--- config.mk ---
export PLATFORM = sky130hd
export DESIGN_NAME = sit_front
export DESIGN_NICKNAME = d
export VERILOG_FILES = /design/src/rtl/core/sit_pkg.sv /design/src/rtl/core/sit_front.sv
export SDC_FILE = /design/constraint.sdc
export NUM_CORES = 2
export LEC_CHECK = 0
export BUFFER_PORTS_ARGS = -buffer_cell sky130_fd_sc_hd__buf_4
export CAP_MARGIN = 25
export CORE_MARGIN = 1
export CORE_UTILIZATION = 65
export DETAILED_ROUTE_END_ITERATION = 10
export PLACE_DENSITY = 0.82
export SYNTH_ARGS = -nofsm -noshare
export SYNTH_HDL_FRONTEND = slang
export SYNTH_SLANG_ARGS = --single-unit
--- constraint.sdc ---
create_clock -name clk -period 13.8 [get_ports clk]
set_input_delay 0.69 -clock clk [delete_from_list [all_inputs] [get_ports clk]]
set_output_delay 0.69 -clock clk [all_outputs]
set_load 0.005 [all_outputs]
--- src/rtl/core/sit_pkg.sv ---
`default_nettype none
// ----------------------------------------------------------------------------
// sit_pkg
// Shared sizes, codes and types of the string interning table.
// ----------------------------------------------------------------------------
package sit_pkg;

    localparam int TABLE_SLOTS = 1024;
    localparam int BLOCK_BYTES = 65536;
    localparam int STORE_BYTES = 262144;
    localparam int MAX_LENGTH  = 256;

    localparam int HASH_W   = 32;
    localparam int LEN_W    = $clog2(MAX_LENGTH + 1);
    localparam int PEND_AW  = (MAX_LENGTH > 1) ? $clog2(MAX_LENGTH) : 1;
    localparam int SLOT_W   = $clog2(TABLE_SLOTS);
    localparam int PROBE_W  = SLOT_W + 1;
    localparam int ENT_W    = SLOT_W + 1;
    localparam int HANDLE_W = $clog2(STORE_BYTES);
    localparam int CW       = 32;

    localparam logic [HASH_W-1:0] HASH_PRIME = 32'd16777619;
    localparam logic [HASH_W-1:0] HASH_BASIS = 32'd2166136261;

    localparam logic [1:0] ST_OK         = 2'd0;
    localparam logic [1:0] ST_TOO_LONG   = 2'd1;
    localparam logic [1:0] ST_TABLE_FULL = 2'd2;
    localparam logic [1:0] ST_STORE_FULL = 2'd3;

    // finished string waiting for the back end
    typedef struct packed {
        logic              valid;
        logic [HASH_W-1:0] hash;
        logic [LEN_W-1:0]  len;
        logic              overlong;
    } fr_desc_t;

    // back end requests towards the front end
    typedef struct packed {
        logic               pop;
        logic               busy;
        logic [PEND_AW-1:0] pend_addr;
    } bk_ctl_t;

    typedef struct packed {
        logic                valid;
        logic [HASH_W-1:0]   hash;
        logic [HANDLE_W-1:0] handle;
    } slot_t;

endpackage

`default_nettype wire

--- src/rtl/core/sit_front.sv ---
`default_nettype none
// ----------------------------------------------------------------------------
// sit_front
// Accepts string bytes, folds them into the FNV-1a hash, buffers them and
// queues the finished string for the back end.
// ----------------------------------------------------------------------------
module sit_front (
    input  wire logic                          clk,
    input  wire logic                          rst_n,
    input  wire logic                          start,
    output logic                               busy,
    input  wire logic [7:0]                    char_byte,
    input  wire logic                          no_byte,
    input  wire logic                          last,
    input  wire sit_pkg::bk_ctl_t              ctl,
    output sit_pkg::fr_desc_t                  desc,
    output logic [7:0]                         pend_q
);

    logic [sit_pkg::HASH_W-1:0] running_hash_reg, running_hash_next;
    logic [sit_pkg::LEN_W-1:0]  pending_length_reg, pending_length_next;
    logic                       overlong_reg, overlong_next;
    sit_pkg::fr_desc_t          queue_reg, queue_next;
    logic [sit_pkg::HASH_W-1:0] hash_mix;
    logic                       accept;
    logic                       len_full;
    logic                       buf_we;

    logic [7:0] pend_mem [sit_pkg::MAX_LENGTH];

    assign busy     = queue_reg.valid || ctl.busy;
    assign accept   = start && !busy;
    assign len_full = (pending_length_reg == sit_pkg::LEN_W'(sit_pkg::MAX_LENGTH));
    assign hash_mix = (running_hash_reg ^ {24'd0, char_byte}) * sit_pkg::HASH_PRIME;
    assign buf_we   = accept && !no_byte && !len_full;
    assign desc     = queue_reg;

    always_comb
    begin
        running_hash_next   = running_hash_reg;
        pending_length_next = pending_length_reg;
        overlong_next       = overlong_reg;
        queue_next          = queue_reg;
        if (ctl.pop)
        begin
            queue_next.valid = 1'b0;
        end
        if (accept && !no_byte)
        begin
            running_hash_next = hash_mix;
            if (len_full)
                overlong_next = 1'b1;
            else
                pending_length_next = pending_length_reg + 1'b1;
        end
        if (accept && last)
        begin
            // hand the string over and start afresh
            queue_next.valid    = 1'b1;
            queue_next.hash     = running_hash_next;
            queue_next.len      = pending_length_next;
            queue_next.overlong = overlong_next;
            running_hash_next   = sit_pkg::HASH_BASIS;
            pending_length_next = '0;
            overlong_next       = 1'b0;
        end
    end

    always_ff @(posedge clk or negedge rst_n)
    begin
        if (!rst_n)
        begin
            running_hash_reg   <= sit_pkg::HASH_BASIS;
            pending_length_reg <= '0;
            overlong_reg       <= 1'b0;
            queue_reg          <= '0;
        end
        else
        begin
            running_hash_reg   <= running_hash_next;
            pending_length_reg <= pending_length_next;
            overlong_reg       <= overlong_next;
            queue_reg          <= queue_next;
        end
    end

    always_ff @(posedge clk)
    begin
        if (buf_we)
            pend_mem[pending_length_reg[sit_pkg::PEND_AW-1:0]] <= char_byte;
        pend_q <= pend_mem[ctl.pend_addr];
    end

    a_no_accept_when_queued: assert property (@(posedge clk) disable iff (!rst_n)
        queue_reg.valid |-> !accept)
        else $error("front accepted a byte while a string was queued");

endmodule

`default_nettype wire

==> flow_metrics.py <==
metrics = {
    "worst_hold_path": {
        "min_path_cells": 1,
        "hold_path_end": "pend_mem[137][4]",
        "worst_min_delay_path_startpoint": "char_byte[4]",
        "worst_hold_path_type": "in -> reg",
    },
    "worst_setup_path": {
        "rr_startpoint": "running_hash_reg[7]",
        "timing.critical_path.fanout_max": 81,
        "worst-r2r-setup-slack_ns": 7.78,
        "worst_ep_arrival_time_ns": 7.18,
        "worstRegToRegCells": 19,
        "end_kind": "flop",
        "rr_endpoint": "desc[34]",
        "start_kind": "input pin",
        "cp_required_ns": 14.49,
        "timing_worst_setup_path_type": "in -> reg",
    },
    "placement": {
        "gpl.final_weighted_congestion": 0.926,
        "portBuffers": 74,
        "placed_area_um2": 90400,
        "detailedPlacementHpwl_um": 121000,
    },
    "yosys": {
        "yosys.area_share.xor_xnor": 0.00617,
        "netlist.area_leader.share": 0.699,
        "yosysTopAreaCell": "sky130_fd_sc_hd__edfxtp_1",
        "post_synthesis_adder_cell_area_fraction": 0.0436,
        "post_synth_inst_count": 4236,
        "ys_ff_latch": 2141,
        "synth.avg_cell_area_um2": 20.8,
        "async_reset_ff_frac": 0.0397,
        "synth_area_um2": 88000,
        "most_frequent_cells_after_synthesis": "2048 x sky130_fd_sc_hd__edfxtp_1, 640 x sky130_fd_sc_hd__mux4_2, 320 x sky130_fd_sc_hd__nor2_1",
        "yosysUniqueCellTypes": 52,
        "synth.area.mux_share": 0.166,
        "synth_nets": 4521,
        "yosysWarningCount": 0,
        "synth_top_flop_cell": "sky130_fd_sc_hd__edfxtp_1",
        "edff_count_synth": 2048,
        "synth-compound-area-share": 0.0179,
        "area_fraction_in_and_or_nand_and_nor_cells_after_synthesis": 0.0232,
        "synth_sequential_area_ratio": 0.725,
        "top_area_cells_in_the_synthesized_netlist": "sky130_fd_sc_hd__edfxtp_1 70%, sky130_fd_sc_hd__mux4_2 16%, sky130_fd_sc_hd__ha_1 2.7%",
        "synth_top_family_by_area": "multiplexers",
        "yosys.cell_count.top_type": "sky130_fd_sc_hd__edfxtp_1",
    },
    "sta": {
        "relSlewSlack": 0.144,
        "setup_viol": 0,
        "unrepaired_setup_endpoints_after_global_routing": "false",
        "timing.final.max_slew_violations": 0,
        "fin_crit_ns": 6.49,
        "setup_total_negative_slack_ns": 0,
        "timing.final.crit_share": 0.470,
        "finalHoldViolations": 0,
        "tightestPinTransition_ns": 1.28,
        "finalClockSkew_ns": 0.0569,
        "hold_ws_ns": 0.323,
        "maxClockFrequency_mhz": 154,
    },
    "die": {
        "core-area_um2": 134000,
        "initial_utilization": 0.658,
        "io-pin-count": 75,
        "rows": 134,
        "fp.dieH_um": 370,
        "floorplan.die_area_um2": 137000,
        "width_of_the_chip_um": 370,
    },
    "grt": {
        "antenna_found_initial": 12,
        "grt_start_max_net_pins": 206,
        "groute.usage.overall": 0.354,
        "grt-ovfl-total": 0,
        "first_global_vias": 46400,
        "grt_pass1_wl_um": 337000,
    },
    "finish": {
        "nets": 4655,
        "final_cell_area_um2": 97400,
        "layout.filler_cells": 7010,
        "largest_reg_flops": 2048,
        "share_of_cells_above_drive_strength_1": 0.245,
        "flow.area_growth_from_synthesis_pct": 10.7,
    },
    "run": {
        "max-cap-violations": 0,
    },
    "power_and_ir_drop": {
        "vdd.ir_drop.worst_uv": 808,
        "static_leakage_power_nw": 32.0,
        "cellPowerDensity_nw_per_um2": 249,
    },
    "routing": {
        "wire_per_inst_um": 38.1,
        "ant_nets": 0,
        "drtIter0Drc": 7215,
        "wl_um": 241000,
        "drcViolationCount": 0,
        "via_count": 46200,
        "drt_first_pass_iters": 8,
        "ratio_of_routed_vias_to_standard_cells": 7.33,
    },
    "status": {
        "outcome": "complete, no violations",
    },
    "clocking": {
        "maximum_clock_path_buffer_count": 3,
        "post_cts.repair.setup_buffers": 0,
        "cts.reportedPaths.clkPinSlew_ns": 0.06,
        "cts-root-buf": "sky130_fd_sc_hd__clkbuf_16",
        "clk-insertion-delay-late_ns": 0.89,
        "cts_tree": "yes",
        "cts_sinks": 2141,
        "cts_inserted_buffers": 200,
        "htree_num_levels": 4,
    },
}
## routing by layer
layer	track usage	vias up	routed length, µm
met4	0.192	14	15700
li1	-	17500	-
met2	0.561	4166	117000
met1	0.459	23700	78800
met5	0	-	101
met3	0.0883	871	28700
## worst max-delay path, stage by stage
cell                        delay [ns]
sky130_fd_sc_hd__clkbuf_8         0.39
sky130_fd_sc_hd__buf_4            0.81
sky130_fd_sc_hd__xor2_1           0.39
sky130_fd_sc_hd__ha_1             0.30
sky130_fd_sc_hd__ha_1             0.22
sky130_fd_sc_hd__fa_1             0.46
sky130_fd_sc_hd__ha_1             0.23
sky130_fd_sc_hd__fa_1             0.43
sky130_fd_sc_hd__ha_1             0.28
sky130_fd_sc_hd__inv_1            0.04
sky130_fd_sc_hd__fa_1             0.47
sky130_fd_sc_hd__inv_1            0.04
sky130_fd_sc_hd__ha_1             0.44
sky130_fd_sc_hd__o21ai_0          0.14
sky130_fd_sc_hd__a221oi_1         0.41
sky130_fd_sc_hd__o2111ai_1        0.23
sky130_fd_sc_hd__a31oi_1          0.41
sky130_fd_sc_hd__a31oi_1          0.16
sky130_fd_sc_hd__xnor2_1          0.14
sky130_fd_sc_hd__mux2i_1          0.17
sky130_fd_sc_hd__o21ai_0          0.09
## repair_timing
action	CTS	global route
endpoints found under the hold margin	28	0
gates resized for setup	0	0
hold buffers	2	0
## cells by family (layout without fill, tap and decap cells)
group | after synthesis | count (layout)
other | 0 | 3
buffers and inverters | 381 | 683
AND/OR/NAND/NOR | 499 | 499
adder cells (fa/ha/maj) | 262 | 262
multiplexers | 659 | 659
XOR/XNOR | 62 | 62
flip-flops | 2141 | 2141
AO/OA/AOI/OAI | 232 | 232
## worst max path at each step
| stage | startpoint | endpoint | slack [ns] |
|---|---|---|---|
| final | char_byte[5] | desc[39] | 7.31 |
| after global routing | char_byte[5] | desc[39] | 6.87 |
| after CTS | char_byte[5] | desc[39] | 7.52 |
| after detailed placement | char_byte[5] | desc[39] | 6.66 |
| after global placement | char_byte[5] | desc[39] | 6.73 |
| after floorplan | char_byte[6] | desc[39] | 8.25 |
## layout make-up
| cell class | count | area, µm² | area share |
|---|---|---|---|
| Inverter | 164 | 616 | 0.00632 |
| Multi-Input combinational cell | 1714 | 22600 | 0.233 |
| Timing Repair Buffer | 149 | 1480 | 0.0152 |
| Antenna cell | 3 | 7.51 | 0.0000771 |
| Clock buffer | 258 | 5410 | 0.0555 |
| Tap cell | 1768 | 2210 | 0.0227 |
| Clock inverter | 112 | 1200 | 0.0123 |
| Sequential cell | 2141 | 63800 | 0.655 |
## report_power, final
part	switching, mW	internal (mW)
logic	6.56	4.62
clock network	2.52	3.18
registers	0.135	7.24
## cell usage in the layout, fill, tap and decap left out, drive strengths merged, types with 11 or more instances in the layout
master	instances
fa	74
nor2b	12
dfstp	14
inv	170
clkbuf	265
a21oi	39
edfxtp	2048
xor2	28
xnor2	34
nor2	320
a21o	14
nand3	25
dfrtp	71
bufinv	22
a221oi	17
mux2i	19
a22o	18
mux4	640
clkinv	73
ha	188
clkinvlp	11
buf	140
o21ai	56
a22oi	43
nand2	103
## metrics by stage
| stage | utilization | power (mW) | worst slack (ns) | std cells |
|---|---|---|---|---|
| 2_1_floorplan | - | 15.7 | 8.25 | 4236 |
| 3_3_place_gp | 0.676 | 18.3 | 6.73 | 5918 |
| 3_5_place_dp | 0.676 | 18.5 | 6.66 | 5919 |
| 4_1_cts | 0.725 | 24.2 | 7.52 | 6291 |
| 5_1_grt | 0.728 | 25.8 | 6.87 | 6306 |
| 6_report | 0.728 | 24.3 | 7.31 | 6309 |
(Power assumes the default switching activity.)
